[src/rtl/assert_macros.svh]
// assertion helpers, sampled on clk_i and quiet while rst_ni is low
`ifndef ASSERT_MACROS_SVH
`define ASSERT_MACROS_SVH

// same-cycle implication
`define ASSERT_IMP(lbl, ante, cons, msg) \
  lbl: assert property (@(posedge clk_i) disable iff (!rst_ni) (ante) |-> (cons)) \
    else $error(msg);

// next-cycle implication
`define ASSERT_NXT(lbl, ante, cons, msg) \
  lbl: assert property (@(posedge clk_i) disable iff (!rst_ni) (ante) |=> (cons)) \
    else $error(msg);

`endif

[src/rtl/sws_pkg.sv]
package sws_pkg;

  localparam int unsigned MaxSensorsDef = 8;
  localparam int unsigned TimeW         = 48;
  localparam int unsigned CfgIdxW       = 2;
  localparam int unsigned CfgDataW      = 8;

  typedef enum logic [1:0] {
    OpSelect = 2'd0,
    OpStep   = 2'd1,
    OpClear  = 2'd2,
    OpConfig = 2'd3
  } op_e;

  localparam logic [1:0] StOk   = 2'd0;
  localparam logic [1:0] StNone = 2'd1;
  localparam logic [1:0] StSlot = 2'd2;

  localparam logic [1:0] ModeSleep    = 2'd0;
  localparam logic [1:0] ModeParallel = 2'd1;

  localparam logic [CfgIdxW-1:0] CfgSensorCount = 2'd0;
  localparam logic [CfgIdxW-1:0] CfgGasWait     = 2'd1;
  localparam logic [CfgIdxW-1:0] CfgWakeOffset  = 2'd2;

  localparam logic [7:0] GasWaitRst    = 8'd120;
  localparam logic [7:0] WakeOffsetRst = 8'd10;

  typedef struct packed {
    logic [1:0]       mode;
    logic [TimeW-1:0] wake;
    logic [7:0]       hstep;
    logic [7:0]       scnt;
    logic [7:0]       hlen;
    logic [7:0]       slim;
    logic [31:0]      sleep_len;
  } entry_t;

  localparam int unsigned EntryW = $bits(entry_t);

  typedef struct packed {
    logic cap;
    logic prep;
    logic scan;
    logic next_pass;
    logic res_err;
    logic res_sel;
    logic upd;
    logic out_load;
  } ctl_cmd_t;

  typedef struct packed {
    op_e  op;
    logic n_zero;
    logic slot_bad;
    logic scan_done;
    logic found;
    logic pass_sleep;
  } ctl_sts_t;

endpackage

[src/rtl/sws_ctrl.sv]
`include "assert_macros.svh"

module sws_ctrl
  import sws_pkg::*;
(
  input  logic     clk_i,
  input  logic     rst_ni,
  input  logic     in_valid_i,
  output logic     in_ready_o,
  output logic     out_valid_o,
  input  logic     out_ready_i,
  input  ctl_sts_t sts_i,
  output ctl_cmd_t cmd_o
);

  typedef enum logic [4:0] {
    StateIdle = 5'b00001,
    StatePrep = 5'b00010,
    StateScan = 5'b00100,
    StateUpd  = 5'b01000,
    StateFin  = 5'b10000
  } state_e;

  state_e   state_q, state_d;
  logic     out_vld_q, out_vld_d;
  ctl_cmd_t cmd;

  always_comb begin
    state_d = state_q;
    cmd     = '0;
    case (state_q)
      StateIdle: begin
        if (in_valid_i) begin
          cmd.cap = 1'b1;
          state_d = StatePrep;
        end
      end
      StatePrep: begin
        cmd.prep = 1'b1;
        if (sts_i.op == OpSelect) begin
          if (sts_i.n_zero) begin
            cmd.res_err = 1'b1;
            state_d     = StateFin;
          end else begin
            state_d = StateScan;
          end
        end else if (sts_i.slot_bad) begin
          cmd.res_err = 1'b1;
          state_d     = StateFin;
        end else begin
          state_d = StateUpd;
        end
      end
      StateScan: begin
        cmd.scan = 1'b1;
        if (sts_i.scan_done) begin
          // parallel pass came up empty, fall back to sleeping sensors
          if (!sts_i.found && !sts_i.pass_sleep) begin
            cmd.next_pass = 1'b1;
          end else begin
            cmd.res_sel = 1'b1;
            state_d     = StateFin;
          end
        end
      end
      StateUpd: begin
        cmd.upd = 1'b1;
        state_d = StateFin;
      end
      StateFin: begin
        if (!out_vld_q || out_ready_i) begin
          cmd.out_load = 1'b1;
          state_d      = StateIdle;
        end
      end
      default: state_d = StateIdle;
    endcase
  end

  always_comb begin
    if (cmd.out_load) begin
      out_vld_d = 1'b1;
    end else if (out_ready_i) begin
      out_vld_d = 1'b0;
    end else begin
      out_vld_d = out_vld_q;
    end
  end

  always_ff @(posedge clk_i or negedge rst_ni) begin
    if (!rst_ni) begin
      state_q   <= StateIdle;
      out_vld_q <= 1'b0;
    end else begin
      state_q   <= state_d;
      out_vld_q <= out_vld_d;
    end
  end

  assign in_ready_o  = state_q == StateIdle;
  assign out_valid_o = out_vld_q;
  assign cmd_o       = cmd;

  `ASSERT_NXT(a_accept_prep, in_valid_i && in_ready_o, state_q == StatePrep, "request not started")
  `ASSERT_IMP(a_scan_select, state_q == StateScan, sts_i.op == OpSelect, "scan outside select")

endmodule

[config.mk]
export PLATFORM = sky130hd
export DESIGN_NAME = sws_ctrl
export DESIGN_NICKNAME = d
export VERILOG_FILES = /design/src/rtl/sws_pkg.sv /design/src/rtl/sws_ctrl.sv
export VERILOG_INCLUDE_DIRS = /design/src /design/src/rtl
export SDC_FILE = /design/constraint.sdc
export NUM_CORES = 1
export LEC_CHECK = 0
export BUFFER_PORTS_ARGS = -buffer_cell sky130_fd_sc_hd__buf_2
export CAP_MARGIN = 5
export CORE_AREA = 4 4 41 43
export DETAILED_ROUTE_END_ITERATION = 16
export DIE_AREA = 0 0 45 47
export GPL_TIMING_DRIVEN = 0
export PLACE_DENSITY_LB_ADDON = 0.12
export REMOVE_ABC_BUFFERS = 1
export SETUP_SLACK_MARGIN = 0.4
export SYNTH_ARGS = -nofsm -noshare
export SYNTH_HDL_FRONTEND = slang
export SYNTH_SLANG_ARGS = --single-unit
[constraint.sdc]
create_clock -name clk_i -period 1.61 [get_ports clk_i]
set_clock_uncertainty 0.2 [all_clocks]
set_input_delay 0.4025 -clock clk_i [delete_from_list [all_inputs] [get_ports clk_i]]
set_output_delay 0.4025 -clock clk_i [all_outputs]
set_load 0.005 [all_outputs]
==> run summary, run 1 <==
Post-layout util -> 55.67%
CTS tree -> built
Switching Share -> 31.97%
IO Count -> 21
Setup slack after layout -> -503.2 ps
Mapped Avg Cell Area -> 9.414 µm²
Final Cycle Share -> 131.3%
Htree depth -> 1
Antenna cells -> 0
Post-Syn Area -> 395.4 µm²
Vias post-DR -> 465
TritonCTS sink count -> 6
Failing checks -> setup timing
RSZ-0062 raised after global routing -> yes
R2R Setup Slk -> -160 ps
Largest net degree at the start of global routing -> 7
Commonest cells in the netlist -> nor2_1, dfrtp_1, nand2_1, nor3_1
CP Cell Sequence -> or3_4 > buf_4 > a211oi_2 > buf_2
Global-route wire length before repair -> 1.842 mm
Yosys warns -> 0
Core area -> 1301 µm²
PwrDens -> 1151 nW/µm²
GRT met3 Usage -> 6.897%
Routed wire length -> 1.187 mm
Max-Slew Margin vs Limit -> 83.33%
Critical hold path startpoint -> sts_i[3]
Fmax -> 0.4732 GHz
Simple-Gate Fraction of Synth Area -> 39.87%
Min-Delay Path Depth -> 2
Share of power burned in registers -> 26.4%
#FFs+latches synth -> 6
Clk pwr share -> 18.5%
Internal -> 567.2 µW
Worst reg2reg startpoint -> state_q[3]$_DFFE_PN0P_
Chip Height -> 47 µm
Post-synthesis mux area share -> 0%
Async SR Flop Fraction -> 100.0%
Min cycle time layout -> 2113 ps
Largest family of logic cells by synthesized area -> simple AND/OR/NAND/NOR gates
GR Overflow Total -> 0
Number of hold violations in the final report -> 0
Number of remaining DRC errors -> 0
Netlist cell types -> 25
Clk slew on worst S/H paths -> 50 ps
Root buffer cell -> clkbuf_4
Post-DP HPWL -> 750.1 µm
Leakage Power -> 0.3553 nW
R2R depth -> 6
Critical path's largest stage delay -> 420 ps
Ratio of cells with drive above 1 in the final layout -> 67.90%
Post-synth top area share -> 31.65%
CP Data Arrival Time -> 1510 ps
Hold EP -> state_q[3]$_DFFE_PN0P_
Cell count after synthesis -> 42
PortBufs -> 20
Net Sw Power -> 266.6 µW
Most area-consuming cells after synthesis -> dfrtp_1, dfstp_2, nor2_1
Most Crowded Layer GR -> met2
Row Count -> 13
Final Cell Area -> 724.4 µm²
Die Wd -> 45 µm
Routed wire per std cell -> 12.36 µm
All-Layer GR Usage -> 12.90%
Fill count -> 132
M2 GR Usage -> 22.03%
DRT Pass-1 Iters -> 4
Placed cell areas -> 506.7 µm²
Slew Viols, Final -> 0
Initial antenna violation count -> 0
CP max FO -> 3
Number of flops mapped to enable cells by yosys -> 0
Initial Utilization -> 30.38%
Most common cell in the netlist -> nor2_1
Clk_lat worst skew -> 250 ps
CP endpoint kind -> output pin
Compound-cell area share of the yosys netlist -> 16.77%
Clock Path Buffers -> 2
Status -> complete, but fails checks
Kind of critical path -> reg -> out
Leading area contributor after synthesis -> dfrtp_1
Synthesis-to-finish area growth -> 83.23%
Logic pwr share -> 55.1%
Net count, final -> 93
Antenna viol nets, final -> 0
Max_cap viols -> 0
Setup Viol. Count Final -> 10
Worst IR Drop VDD -> 0.0005074 V
Worst EP required -> 1010 ps
Sequential area share after synthesis -> 38.29%
Synth Area in XOR/XNOR -> 2.215%
Hold/Removal Path Class -> in -> reg
Power Total -> 833.8 µW
Placer Congestion -> 0.6590
GR Layer Usage met1 -> 13.95%
Setup WS pre-CTS -> -360.1 ps
Slowest-stage cell, CP -> or3_4
Starting DRT DRC Count -> 2
Die ar. -> 2115 µm²
Crit start category -> flip-flop
Actual slew at the worst max-slew pin -> 247.5 ps
RR Endpoint -> state_q[4]$_DFFE_PN0P_
Most used flip-flop cell after synthesis -> dfrtp_1
Vias in the first global route -> 426
Adder-cell share of the synthesized area -> 0%
Average vias per placed instance -> 4.844
TritonCTS Buffers -> 3
-- timing repair --
item,CTS,global route
endpoints found under the hold margin,6,0
pin swaps,10,3
buffers inserted,14,1
hold buffers,1,0
gates resized for setup,14,4
endpoints found under the setup margin,15,16
-- worst max-delay path by stage --
stage | to | start
after global placement | cmd_o[7] | state_q[4]$_DFFE_PN0P_
after detailed placement | cmd_o[7] | state_q[4]$_DFFE_PN0P_
final | cmd_o[3] | state_q[3]$_DFFE_PN0P_
after floorplan | cmd_o[7] | state_q[4]$_DFFE_PN0P_
after CTS | cmd_o[7] | state_q[3]$_DFFE_PN0P_
after global routing | cmd_o[4] | state_q[3]$_DFFE_PN0P_
-- final cells by class --
type | instances | area [µm²] | area share (%)
Inverter | 1 | 3.754 | 0.5181
Timing Repair Buffer | 36 | 246.5 | 34.02
Multi-Input combinational cell | 34 | 275.3 | 38.00
Tap cell | 15 | 18.77 | 2.591
Clock buffer | 4 | 26.28 | 3.627
Sequential cell | 6 | 153.9 | 21.24
-- cells in the final DEF, fill, tap and decap left out, drive strengths merged, types with 2 or more instances in the layout --
cell type  Yosys  final
nor3           3      3
nor2           7      7
o22ai          2      2
nand2b         2      2
a22o           2      2
a211oi         2      2
nand2          3      3
and2           2      2
buf            1     35
dfrtp          5      5
clkbuf         0      4
o21ai          2      2
-- stage by stage --
step	hold slack (ps)	setup TNS [ps]	cells
finish	121.7	-3866	96
global route	111.3	-4684	96
CTS	115.3	-3913	95
detailed placement	33.34	-1672	76
global placement	32.03	-1613	76
floorplan	-93.09	-412.7	41
-- critical path, delay by kind of cell, from the launching register on --
kind,cells,cell delay (ps)
buffers and inverters,2,310
and+or+nand+nor,1,420
AOI/OAI and AO/OA,1,160
DFF,1,370
-- registers in the layout, indices dropped and copies added, names as in the netlist --
signal	cells
state_q	5
out_valid_o	1
-- kinds of logic after synthesis --
kind of cell | after synthesis
simple gates | 25
buf+inv | 2
flops | 6
compound gates | 8
xor+xnor | 1
-- routing by layer --
layer	up-vias	part of all wire (%)
met4	0	0.34
met2	19	49
li1	230	-
met3	2	10
met5	-	0
met1	214	41
-- power by group through the flow --
stage	Clock [mW]	Sequential, mW	Combinational (mW)
floorplan	0	0.213	0.152
global placement	0	0.218	0.230
detailed placement	0	0.219	0.229
CTS	0.159	0.220	0.435
global route	0.171	0.223	0.496
finish	0.155	0.220	0.459
Note: power is estimated with default switching activity, not from simulation.
==> run 2, diff against run 1 <==
Settings changed: CORE_AREA 4 4 41 43 to 3 3 40 42, DIE_AREA 0 0 45 47 to 0 0 43 45, RECOVER_POWER from default to 50.
==> run 2 against run 1 <==
  * Utilization rose by 5.7 points
  * The flow still finishes with violations (setup timing)
  * First-iteration DRC count rose to 2.5 times the previous value
  * Combinational power rose by 6.1%
  * Wire length rose by 11%
  * Flip-flop and latch count did not move
  * Critical path type unchanged
  * Total power rose by 5.0%
  * Critical endpoint is now cmd_o[4]
==> run summary, run 2 (synthesis results as in run 1) <==
Starting DRT DRC Count -> 5 (was 2)
Crit start category -> flip-flop (unchanged)
Final Cycle Share -> 133.4% (was 131.3%)
Worst EP required -> 1010 ps (about the same)
Share of power burned in registers -> 26.1% (was 26.4%)
Hold EP -> state_q[3]$_DFFE_PN0P_ (unchanged)
Internal -> 580.6 µW (was 567.2 µW)
Vias in the first global route -> 493 (was 426)
Max_cap viols -> 0 (unchanged)
Worst IR Drop VDD -> 0.0008492 V (was 0.0005074 V)
TritonCTS Buffers -> 3 (unchanged)
Clock Path Buffers -> 2 (unchanged)
CP endpoint kind -> output pin (unchanged)
Max-Slew Margin vs Limit -> 76.95% (was 83.33%)
Placer Congestion -> 0.7375 (was 0.6590)
Antenna cells -> 0 (unchanged)
Hold WS -> 136.6 ps (was 121.7 ps)
Kind of critical path -> reg -> out (unchanged)
Root buffer cell -> clkbuf_4 (unchanged)
Worst reg2reg startpoint -> state_q[4]$_DFFE_PN0P_ (was state_q[3]$_DFFE_PN0P_)
CP Data Arrival Time -> 1550 ps (was 1510 ps)
Synthesis-to-finish area growth -> 99.37% (was 83.23%)
Routed wire per std cell -> 13.41 µm (was 12.36 µm)
Die ar. -> 1935 µm² (was 2115 µm²)
Most frequent cells in the layout -> buf_2, buf_6, buf_4, nor2_1, dfrtp_1 (was buf_2, buf_4, buf_6, nor2_1)
CTS tree -> built (unchanged)
Ratio of cells with drive above 1 in the final layout -> 66.27% (was 67.90%)
Clk pwr share -> 18.3% (was 18.5%)
Largest net degree at the start of global routing -> 7 (unchanged)
GR Overflow Total -> 0 (unchanged)
Leakage Power -> 0.3766 nW (was 0.3553 nW)
R2R depth -> 8 (was 6)
Clk slew on worst S/H paths -> 60 ps (was 50 ps)
Post-DP HPWL -> 751.1 µm (was 750.1 µm)
IO Count -> 21 (unchanged)
R2R Setup Slk -> -240 ps (was -160 ps)
PwrDens -> 1110 nW/µm² (was 1151 nW/µm²)
All-Layer GR Usage -> 15.20% (was 12.90%)
M2 GR Usage -> 24.55% (was 22.03%)
Min-Delay Path Depth -> 2 (unchanged)
Failing checks -> setup timing (unchanged)
PortBufs -> 20 (unchanged)
Net count, final -> 95 (was 93)
Fmax -> 0.4654 GHz (was 0.4732 GHz)
Row Count -> 13 (unchanged)
Logic pwr share -> 55.6% (was 55.1%)
Min cycle time layout -> 2149 ps (was 2113 ps)
Critical hold path startpoint -> sts_i[3] (unchanged)
Initial antenna violation count -> 0 (unchanged)
Setup slack after layout -> -538.5 ps (was -503.2 ps)
GRT met3 Usage -> 3.984% (was 6.897%)
Average vias per placed instance -> 4.878 (was 4.844)
Clk_lat worst skew -> 260 ps (was 250 ps)
Initial Utilization -> 30.77% (was 30.38%)
Hold/Removal Path Class -> in -> reg (unchanged)
DRT Pass-1 Iters -> 2 (was 4)
Global-route wire length before repair -> 2.166 mm (was 1.842 mm)
RSZ-0062 raised after global routing -> yes (unchanged)
Setup Viol. Count Final -> 12 (was 10)
Status -> complete, but fails checks (unchanged)
Chip Height -> 45 µm (was 47 µm)
CP max FO -> 2 (was 3)
Number of remaining DRC errors -> 0 (unchanged)
Commonest non-fill, non-tap cell in the layout -> buf_2 (unchanged)
Placed cell areas -> 506.7 µm² (unchanged)
Number of hold violations in the final report -> 0 (unchanged)
Routed wire length -> 1.314 mm (was 1.187 mm)
Max reg flops -> 5 (unchanged)
Die Wd -> 43 µm (was 45 µm)
Biggest register -> state_q (unchanged)
Final Cell Area -> 788.3 µm² (was 724.4 µm²)
Slew Viols, Final -> 0 (unchanged)
Htree depth -> 1 (unchanged)
RR Endpoint -> state_q[4]$_DFFE_PN0P_ (unchanged)
Setup crit start -> state_q[4]$_DFFE_PN0P_ (was state_q[3]$_DFFE_PN0P_)
Vias post-DR -> 478 (was 465)
Most Crowded Layer GR -> met2 (unchanged)
GR Layer Usage met1 -> 18.25% (was 13.95%)
Net Sw Power -> 294.6 µW (was 266.6 µW)
Actual slew at the worst max-slew pin -> 345.7 ps (was 247.5 ps)
Core area -> 1285 µm² (was 1301 µm²)
Switching Share -> 33.66% (was 31.97%)
Antenna viol nets, final -> 0 (unchanged)
TritonCTS sink count -> 6 (unchanged)
run 2: critical path: stages, from the launching register on:
cell and delay, ps:
dfrtp_1 400, buf_4 140, buf_6 110, and4bb_4 350
nand2_2 70, nor3_2 100, buf_2 130
run 2: final cells by class:
| class | count | area (µm²) |
|---|---|---|
| Fill cell | 112 | 496.7 |
| Sequential cell | 6 | 152.6 |
| Timing Repair Buffer | 38 | 285.3 |
| Multi-Input combinational cell | 34 | 301.5 |
| Tap cell | 15 | 18.77 |
| Inverter | 1 | 3.754 |
| Clock buffer | 4 | 26.28 |
run 2: metrics by stage:
stage	total power, mW	setup TNS, ps	utilization (%)	std cells	setup slack [ps]
2_1_floorplan	0.3646	-412.7	-	41	-220.0
3_3_place_gp	0.4463	-1696	39.44	76	-357.5
3_5_place_dp	0.4474	-1754	39.44	76	-369.4
4_1_cts	0.8029	-3829	56.86	96	-508.0
5_1_grt	0.9303	-5276	61.34	98	-595.3
6_report	0.8752	-4592	61.34	98	-538.5
run 2: how the worst max path moves through the flow:
stage,end,slack (ps)
after floorplan,cmd_o[7],-220
after global placement,cmd_o[7],-360
after detailed placement,cmd_o[7],-370
after CTS,cmd_o[7],-510
after global routing,cmd_o[3],-600
final,cmd_o[4],-540
run 2: power by group through the flow:
stage / Clock (mW) / Sequential, mW / Combinational, mW
final: 0.160 / 0.228 / 0.487
after floorplan: 0 / 0.213 / 0.152
after CTS: 0.151 / 0.226 / 0.426
after detailed placement: 0 / 0.218 / 0.229
after global routing: 0.174 / 0.230 / 0.527
after global placement: 0 / 0.217 / 0.229
run 2: routing by layer:
| metal | wire length (µm) | vias up |
|---|---|---|
| met4 | 39 | 0 |
| li1 | - | 232 |
| met2 | 666 | 18 |
| met5 | 0 | - |
| met1 | 536 | 222 |
| met3 | 71 | 6 |
run 2: what timing repair did:
action,CTS,global route
gates cloned,0,0
setup buffers,15,2
endpoints found under the setup margin,15,16
endpoints found under the hold margin,6,0
hold buffers,1,0
resized for setup,18,8
pin swaps,9,7
