**config.mk**
```make
export PLATFORM = sky130hd
export DESIGN_NAME = sws_dp
export DESIGN_NICKNAME = d
export VERILOG_FILES = /design/src/rtl/sws_pkg.sv /design/src/rtl/sws_ram.sv /design/src/rtl/sws_dp.sv
export VERILOG_INCLUDE_DIRS = /design/src /design/src/rtl
export SDC_FILE = /design/constraint.sdc
export NUM_CORES = 2
export LEC_CHECK = 0
export BUFFER_PORTS_ARGS = -buffer_cell sky130_fd_sc_hd__buf_4
export CAP_MARGIN = 0
export CORE_UTILIZATION = 40
export DETAILED_ROUTE_END_ITERATION = 8
export GPL_TIMING_DRIVEN = 0
export PLACE_DENSITY = 0.51
export SYNTH_ARGS = -nofsm -noshare
export SYNTH_HDL_FRONTEND = slang
export SYNTH_HIERARCHICAL = 1
export SYNTH_SLANG_ARGS = --single-unit
```
**constraint.sdc**
```tcl
create_clock -name clk_i -period 13.7 [get_ports clk_i]
set_clock_uncertainty 0.15 [all_clocks]
set_input_delay 2.74 -clock clk_i [delete_from_list [all_inputs] [get_ports clk_i]]
set_output_delay 2.74 -clock clk_i [all_outputs]
set_load 0.05 [all_outputs]
```
**src/rtl/assert_macros.svh**
```systemverilog
// assertion helpers, sampled on clk_i and quiet while rst_ni is low
`ifndef ASSERT_MACROS_SVH
`define ASSERT_MACROS_SVH

// same-cycle implication
`define ASSERT_IMP(lbl, ante, cons, msg) \
  lbl: assert property (@(posedge clk_i) disable iff (!rst_ni) (ante) |-> (cons)) \
    else $error(msg);

// next-cycle implication
`define ASSERT_NXT(lbl, ante, cons, msg) \
  lbl: assert property (@(posedge clk_i) disable iff (!rst_ni) (ante) |=> (cons)) \
    else $error(msg);

`endif

```
**src/rtl/sws_pkg.sv**
```systemverilog
package sws_pkg;

  localparam int unsigned MaxSensorsDef = 8;
  localparam int unsigned TimeW         = 48;
  localparam int unsigned CfgIdxW       = 2;
  localparam int unsigned CfgDataW      = 8;

  typedef enum logic [1:0] {
    OpSelect = 2'd0,
    OpStep   = 2'd1,
    OpClear  = 2'd2,
    OpConfig = 2'd3
  } op_e;

  localparam logic [1:0] StOk   = 2'd0;
  localparam logic [1:0] StNone = 2'd1;
  localparam logic [1:0] StSlot = 2'd2;

  localparam logic [1:0] ModeSleep    = 2'd0;
  localparam logic [1:0] ModeParallel = 2'd1;

  localparam logic [CfgIdxW-1:0] CfgSensorCount = 2'd0;
  localparam logic [CfgIdxW-1:0] CfgGasWait     = 2'd1;
  localparam logic [CfgIdxW-1:0] CfgWakeOffset  = 2'd2;

  localparam logic [7:0] GasWaitRst    = 8'd120;
  localparam logic [7:0] WakeOffsetRst = 8'd10;

  typedef struct packed {
    logic [1:0]       mode;
    logic [TimeW-1:0] wake;
    logic [7:0]       hstep;
    logic [7:0]       scnt;
    logic [7:0]       hlen;
    logic [7:0]       slim;
    logic [31:0]      sleep_len;
  } entry_t;

  localparam int unsigned EntryW = $bits(entry_t);

  typedef struct packed {
    logic cap;
    logic prep;
    logic scan;
    logic next_pass;
    logic res_err;
    logic res_sel;
    logic upd;
    logic out_load;
  } ctl_cmd_t;

  typedef struct packed {
    op_e  op;
    logic n_zero;
    logic slot_bad;
    logic scan_done;
    logic found;
    logic pass_sleep;
  } ctl_sts_t;

endpackage

```
**src/rtl/sws_ram.sv**
```systemverilog
module sws_ram #(
  parameter int unsigned Width = 8,
  parameter int unsigned Depth = 8,
  localparam int unsigned AddrW = (Depth > 1) ? $clog2(Depth) : 1
) (
  input  logic             clk_i,
  input  logic             we_i,
  input  logic [AddrW-1:0] waddr_i,
  input  logic [Width-1:0] wdata_i,
  input  logic [AddrW-1:0] raddr_i,
  output logic [Width-1:0] rdata_o
);

  logic [Width-1:0] mem_q [Depth];
  logic [Width-1:0] rdata_q;

  always_ff @(posedge clk_i) begin
    if (we_i) begin
      mem_q[waddr_i] <= wdata_i;
    end
    rdata_q <= mem_q[raddr_i];
  end

  assign rdata_o = rdata_q;

endmodule

```
**src/rtl/sws_dp.sv**
```systemverilog
`include "assert_macros.svh"

module sws_dp
  import sws_pkg::*;
#(
  parameter int unsigned MaxSensors = MaxSensorsDef
) (
  input  logic                clk_i,
  input  logic                rst_ni,
  input  logic                cfg_we_i,
  input  logic [CfgIdxW-1:0]  cfg_idx_i,
  input  logic [CfgDataW-1:0] cfg_data_i,
  input  logic [1:0]          opcode_i,
  input  logic [2:0]          sensor_slot_i,
  input  logic [TimeW-1:0]    time_now_i,
  input  logic [7:0]          heater_step_in_i,
  input  logic [1:0]          new_mode_i,
  input  logic [7:0]          new_heater_length_i,
  input  logic [7:0]          new_scan_limit_i,
  input  logic [31:0]         new_sleep_length_i,
  input  ctl_cmd_t            cmd_i,
  output ctl_sts_t            sts_o,
  output logic [1:0]          status_o,
  output logic [3:0]          sensor_index_o,
  output logic [TimeW-1:0]    wake_time_o,
  output logic [7:0]          heater_step_out_o,
  output logic                entered_sleep_o
);

  localparam int unsigned IdxW = (MaxSensors > 1) ? $clog2(MaxSensors) : 1;
  localparam int unsigned CntW = $clog2(MaxSensors + 1);

  // configuration
  logic [3:0] cnt_q;
  logic [7:0] gwait_q, off_q;

  // captured request
  op_e              op_q;
  logic [2:0]       slot_q;
  logic [TimeW-1:0] now_q;
  logic [7:0]       hin_q;
  logic [1:0]       nmode_q;
  logic [7:0]       nhlen_q, nslim_q;
  logic [31:0]      nsleep_q;

  // search state
  logic [CntW-1:0]  rd_idx_q, cmp_idx_q, found_q;
  logic             cmp_vld_q, pass_sleep_q;
  logic [TimeW-1:0] limit_q, sum_q;

  logic [MaxSensors-1:0] vld_q;
  logic                  vld_hit_q;

  // result and output registers
  logic [1:0]       res_status_q, out_status_q;
  logic [3:0]       res_idx_q, out_idx_q;
  logic [TimeW-1:0] res_wake_q, out_wake_q;
  logic [7:0]       res_hstep_q, out_hstep_q;
  logic             res_slept_q, out_slept_q;

  logic [CntW-1:0]   n;
  logic              slot_bad, scan_done, issue, hit;
  logic [1:0]        pass_mode;
  logic [IdxW-1:0]   raddr, waddr;
  logic [EntryW-1:0] ram_rdata;
  entry_t            entry, upd_e;
  logic              ram_we, slp;

  always_comb begin
    if (32'(cnt_q) > MaxSensors) begin
      n = CntW'(MaxSensors);
    end else begin
      n = CntW'(cnt_q);
    end
  end

  always_comb begin
    case (op_q)
      OpStep, OpClear: slot_bad = 32'(slot_q) >= 32'(n);
      OpConfig:        slot_bad = 32'(slot_q) >= MaxSensors;
      default:         slot_bad = 1'b0;
    endcase
  end

  assign scan_done = (rd_idx_q == n) && !cmp_vld_q;
  assign issue     = rd_idx_q != n;
  assign pass_mode = pass_sleep_q ? ModeSleep : ModeParallel;
  assign entry     = vld_hit_q ? entry_t'(ram_rdata) : '0;
  assign hit       = cmp_vld_q && (entry.mode == pass_mode) && (entry.wake < limit_q);

  assign raddr  = cmd_i.scan ? rd_idx_q[IdxW-1:0] : IdxW'(slot_q);
  assign waddr  = IdxW'(slot_q);
  assign ram_we = cmd_i.upd && (op_q != OpSelect);

  assign sts_o.op         = op_q;
  assign sts_o.n_zero     = n == '0;
  assign sts_o.slot_bad   = slot_bad;
  assign sts_o.scan_done  = scan_done;
  assign sts_o.found      = found_q != n;
  assign sts_o.pass_sleep = pass_sleep_q;

  always_ff @(posedge clk_i or negedge rst_ni) begin
    if (!rst_ni) begin
      cnt_q   <= '0;
      gwait_q <= GasWaitRst;
      off_q   <= WakeOffsetRst;
    end else if (cfg_we_i) begin
      case (cfg_idx_i)
        CfgSensorCount: cnt_q   <= cfg_data_i[3:0];
        CfgGasWait:     gwait_q <= cfg_data_i;
        CfgWakeOffset:  off_q   <= cfg_data_i;
        default: ;
      endcase
    end
  end

  always_ff @(posedge clk_i) begin
    if (cmd_i.cap) begin
      op_q     <= op_e'(opcode_i);
      slot_q   <= sensor_slot_i;
      now_q    <= time_now_i;
      hin_q    <= heater_step_in_i;
      nmode_q  <= new_mode_i;
      nhlen_q  <= new_heater_length_i;
      nslim_q  <= new_scan_limit_i;
      nsleep_q <= new_sleep_length_i;
    end
  end

  // scan control
  always_ff @(posedge clk_i or negedge rst_ni) begin
    if (!rst_ni) begin
      rd_idx_q     <= '0;
      cmp_vld_q    <= 1'b0;
      pass_sleep_q <= 1'b0;
    end else if (cmd_i.prep) begin
      rd_idx_q     <= '0;
      cmp_vld_q    <= 1'b0;
      pass_sleep_q <= 1'b0;
    end else if (cmd_i.next_pass) begin
      rd_idx_q     <= '0;
      cmp_vld_q    <= 1'b0;
      pass_sleep_q <= 1'b1;
    end else if (cmd_i.scan) begin
      cmp_vld_q <= issue;
      if (issue) begin
        rd_idx_q <= rd_idx_q + 1'b1;
      end
    end
  end

  always_ff @(posedge clk_i) begin
    vld_hit_q <= vld_q[raddr];
    if (cmd_i.prep) begin
      limit_q <= now_q + TimeW'(off_q);
      sum_q   <= now_q + TimeW'(gwait_q);
      found_q <= n;
    end else if (cmd_i.next_pass) begin
      found_q <= n;
    end else if (cmd_i.scan) begin
      cmp_idx_q <= rd_idx_q;
      if (hit) begin
        limit_q <= entry.wake;
        found_q <= cmp_idx_q;
      end
    end
  end

  // entries never written read back as all zeros
  always_ff @(posedge clk_i or negedge rst_ni) begin
    if (!rst_ni) begin
      vld_q <= '0;
    end else if (ram_we) begin
      vld_q[waddr] <= 1'b1;
    end
  end

  sws_ram #(
    .Width (EntryW),
    .Depth (MaxSensors)
  ) u_ram (
    .clk_i   (clk_i),
    .we_i    (ram_we),
    .waddr_i (waddr),
    .wdata_i (upd_e),
    .raddr_i (raddr),
    .rdata_o (ram_rdata)
  );

  always_comb begin
    logic [7:0] nxt;
    logic [7:0] sc;
    upd_e = entry;
    slp   = 1'b0;
    nxt   = hin_q + 8'd1;
    sc    = entry.scnt;
    case (op_q)
      OpStep: begin
        if (nxt == entry.hlen) begin
          nxt = '0;
          sc  = entry.scnt + 8'd1;
          if (sc >= entry.slim) begin
            sc         = '0;
            upd_e.mode = ModeSleep;
            slp        = 1'b1;
          end
        end
        upd_e.hstep = nxt;
        upd_e.scnt  = sc;
        upd_e.wake  = sum_q + (slp ? TimeW'(entry.sleep_len) : '0);
      end
      OpClear: begin
        upd_e.scnt  = '0;
        upd_e.hstep = '0;
        upd_e.wake  = '0;
      end
      OpConfig: begin
        upd_e.mode      = nmode_q;
        upd_e.hlen      = nhlen_q;
        upd_e.slim      = nslim_q;
        upd_e.sleep_len = nsleep_q;
      end
      default: ;
    endcase
  end

  always_ff @(posedge clk_i) begin
    if (cmd_i.res_err) begin
      res_status_q <= (op_q == OpSelect) ? StNone : StSlot;
      res_idx_q    <= (op_q == OpSelect) ? 4'd0 : 4'(slot_q);
      res_wake_q   <= '0;
      res_hstep_q  <= '0;
      res_slept_q  <= 1'b0;
    end else if (cmd_i.res_sel) begin
      res_status_q <= (found_q != n) ? StOk : StNone;
      res_idx_q    <= 4'(found_q);
      res_wake_q   <= (found_q != n) ? limit_q : '0;
      res_hstep_q  <= '0;
      res_slept_q  <= 1'b0;
    end else if (cmd_i.upd) begin
      res_status_q <= StOk;
      res_idx_q    <= 4'(slot_q);
      res_wake_q   <= (op_q == OpStep) ? upd_e.wake : '0;
      res_hstep_q  <= (op_q == OpStep) ? upd_e.hstep : '0;
      res_slept_q  <= slp;
    end
    if (cmd_i.out_load) begin
      out_status_q <= res_status_q;
      out_idx_q    <= res_idx_q;
      out_wake_q   <= res_wake_q;
      out_hstep_q  <= res_hstep_q;
      out_slept_q  <= res_slept_q;
    end
  end

  assign status_o          = out_status_q;
  assign sensor_index_o    = out_idx_q;
  assign wake_time_o       = out_wake_q;
  assign heater_step_out_o = out_hstep_q;
  assign entered_sleep_o   = out_slept_q;

  `ASSERT_IMP(a_sel_drained, cmd_i.res_sel, scan_done, "select result before scan drained")
  `ASSERT_IMP(a_cmp_range, cmp_vld_q, cmp_idx_q < n, "compare beyond entries in use")

endmodule

```
==> results.json <==
{
  "syn_nets": 3969,
  "place_hpwl_mm": 129,
  "drt_iter0_drc": 3806,
  "root_buffer": "clkbuf_16",
  "yosys_warnings": 6,
  "async_reset_ff_frac": 0.0243,
  "multi_input_area_sq_um": 17700,
  "wirelength_mm": 178,
  "cts_tree": "yes",
  "seq_area_frac_synth": 0.678,
  "die_area_sq_um": 150000,
  "synth_top_area_share": 0.606,
  "grt_pass1_vias": 34000,
  "clock-sinks": 1402,
  "antenna_found_initial": 6,
  "syn_inst": 3722,
  "chipHeight_um": 387,
  "synth_ff_type": "edfxtp_1",
  "rsz0062_at_grt": "no",
  "power_mw": 11.0,
  "status": "finished with violations",
  "clockPowerShare": 0.391,
  "fin_tns_setup_ns": 0,
  "pwr-share-seq": 0.477,
  "setup.worst_path.end_class": "flip-flop",
  "initial_core_util": 0.405,
  "grt_max_degree": 82,
  "finalHoldViolations": 0,
  "layout.area.seq_sq_um": 40200,
  "ios": 202,
  "worst_setup_path_start_kind": "flip-flop",
  "avgSynthCellArea_sq_um": 15.9,
  "synth_edf_count": 1196,
  "syn_area_sq_um": 59300,
  "fin_util": 0.477,
  "cellInternalPower_mw": 8.05,
  "cts_resized": 0,
  "yosysUniqueCellTypes": 93,
  "slowest_delay_ns": 0.83,
  "grt_overflow_total": 0,
  "drtAntennaViolNets": 0,
  "setup-violations-final": 0,
  "leakagePower_nw": 24.7,
  "netlist_top_cells_area": "edfxtp_1 61%, dfxtp_1 5.8%, mux4_1 5.2%",
  "power.density_nw_per_um2": 157,
  "crit_top_cell": "clkbuf_1",
  "dieWidth_um": 387,
  "crit_family": "compound AO/OA/AOI/OAI gates",
  "violations": "capacitance limit, slew limit",
  "pre_cts_ws_ns": 2.91,
  "finalWorstSetupSlack_ns": 2.77,
  "cpMaxStageDelayCell": "o21ai_0",
  "filler_cell_count": 12700,
  "area.growth.synth_to_final_pct": 17.8,
  "cts_buffer_depth": 3,
  "yosysTopAreaCell": "edfxtp_1",
  "mostFrequentLayoutCells": "1196 x edfxtp_1, 285 x nand2_1, 205 x buf_4, 172 x dfxtp_1",
  "pwr-share-comb": 0.133,
  "globalRouteTotalUtil": 0.236,
  "finalWeightedCongestion": 0.930,
  "drive_gt1_frac": 0.199,
  "finalCritPeriodShare": 0.797,
  "maxCapViolations": 1,
  "cts-hold-fix-buffers": 0,
  "drc": 0,
  "fin_cells": 6198,
  "via_per_inst": 5.63,
  "relSlewSlack": -0.0278,
  "hp-class": "reg2reg",
  "vias": 34900,
  "clk_pin_slew_ns": 0.06,
  "cp_num_buf_inv": 6,
  "cts_made_buffers": 153,
  "clk_latency_ns": 0.82,
  "critPathArrivalTime_ns": 11.24,
  "portBuffers": 199,
  "grt_pass1_wl_mm": 253,
  "max_freq_mhz": 91.5,
  "fin_nets": 4395,
  "slew_viol_final": 10,
  "coreArea_sq_um": 146000,
  "rows": 140,
  "cp_max_fo": 10,
  "cp.required_ns": 14.01,
  "ys_ff_latch": 1402,
  "finalInstanceArea_sq_um": 69800,
  "hold_slack_ns": 0.270,
  "first_pass_iters": 6,
  "h-tree-depth": 4,
  "path_cells": "clkbuf_1, clkbuf_1, clkbuf_1, clkbuf_1, nand2_1, inv_1, ha_1, nand4_1, xor2_1, ha_1, o21ai_0, o21ai_0, nand3b_4, clkbuf_1, nor2_1, ha_1, a211oi_1, o21ai_0, and3_1, o211a_1, o211ai_2, a21oi_1, xnor2_1, o21ai_0",
  "tightest_slew_ns": 1.53,
  "layout_commonest_cell": "edfxtp_1",
  "criticalPathCategory": "reg2reg",
  "period_minus_slack_ns": 10.93,
  "place_area_sq_um": 64500,
  "wire_per_inst_um": 28.8,
  "cts_setup_buffers": 0,
  "dp_cells": 5909,
  "switching_share": 0.265,
  "p_sw_mw": 2.90,
  "peakVddDrop_uv": 110
}
==> path summary, 6_finish.rpt <==
check                        startpoint                  end  slack [ns]  depth (start not counted)
hold reg to reg            res_idx_q[2]    sensor_index_o[2]        0.27                          0
hold / removal             res_idx_q[2]    sensor_index_o[2]        0.27                          0
max in group asynchronous        rst_ni           gwait_q[3]       11.29                          1
setup reg to reg              vld_hit_q  u_ram/mem_q[2][102]        2.77                         24
setup / recovery              vld_hit_q  u_ram/mem_q[2][102]        2.77                         24
min in group asynchronous        rst_ni             vld_q[3]        1.74                          1
==> power by group through the flow <==
| stage | clock, mW | sequential (mW) | combinational, mW |
|---|---|---|---|
| finish | 4.28 | 5.22 | 1.46 |
| detailed placement | 0 | 5.30 | 1.45 |
| global placement | 0 | 5.34 | 1.41 |
| floorplan | 0 | 5.26 | 0.847 |
| global route | 4.53 | 5.24 | 1.57 |
| CTS | 4.37 | 5.22 | 1.46 |
==> flip-flops by register name (all words and copies together), names as in the netlist, 4 cells and up <==
signal,flops
nsleep_q,32
cnt_q,4
sum_q,48
now_q,48
res_idx_q,4
limit_q,48
vld_q,8
hin_q,8
nhlen_q,8
u_ram/rdata_o,114
res_wake_q,48
cmp_idx_q,4
found_q,4
gwait_q,8
rd_idx_q,4
nslim_q,8
res_hstep_q,8
wake_time_o,48
heater_step_out_o,8
off_q,8
sensor_index_o,4
u_ram/mem_q,912
==> cell type report <==
type / count / area share
Sequential cell: 1402 / 0.576
Antenna cell: 2 / 0.0000717
Clock buffer: 204 / 0.0603
Inverter: 103 / 0.00554
Timing Repair Buffer: 271 / 0.0388
Clock inverter: 82 / 0.0161
Multi-Input combinational cell: 2022 / 0.254
Buffer: 195 / 0.0152
Tap cell: 1917 / 0.0343
==> per-layer routing <==
| layer | vias up | wire (um) | track usage | share of wire |
|---|---|---|---|---|
| li1 | 15500 | - | - | - |
| met1 | 18000 | 83900 | 0.356 | 0.47 |
| met2 | 1179 | 80000 | 0.357 | 0.45 |
| met3 | 215 | 9830 | 0.0324 | 0.055 |
| met4 | 2 | 4430 | 0.0670 | 0.025 |
| met5 | - | 13 | 0 | 0.000073 |
==> synthesized netlist by cell type (all sizes together) (17+ instances only) <==
library cell,n
nor2b,17
clkbuf,138
dfxtp,172
a21o,41
mux2,142
dfrtp,28
nand4,40
mux2i,17
a211oi,31
and2,64
ha,112
xor2,49
buf,57
a221oi,30
nand3,71
nor2,176
xnor2,66
and3,24
nor3,55
inv,103
o211ai,24
a21oi,121
a22o,19
edfxtp,1196
mux4,228
nand2b,19
nand2,285
o21ai,169
==> logic make-up after synthesis <==
family | count (synthesis) | synth area share
DFF | 1402 | 0.678
adders and majority gates | 115 | 0.0246
muxes | 387 | 0.124
and+or+nand+nor | 834 | 0.0678
buffers and inverters | 298 | 0.0244
xor gates and xnor gates | 117 | 0.0178
AOI/OAI and AO/OA | 569 | 0.0636
Note: power is estimated with default switching activity, not from simulation.
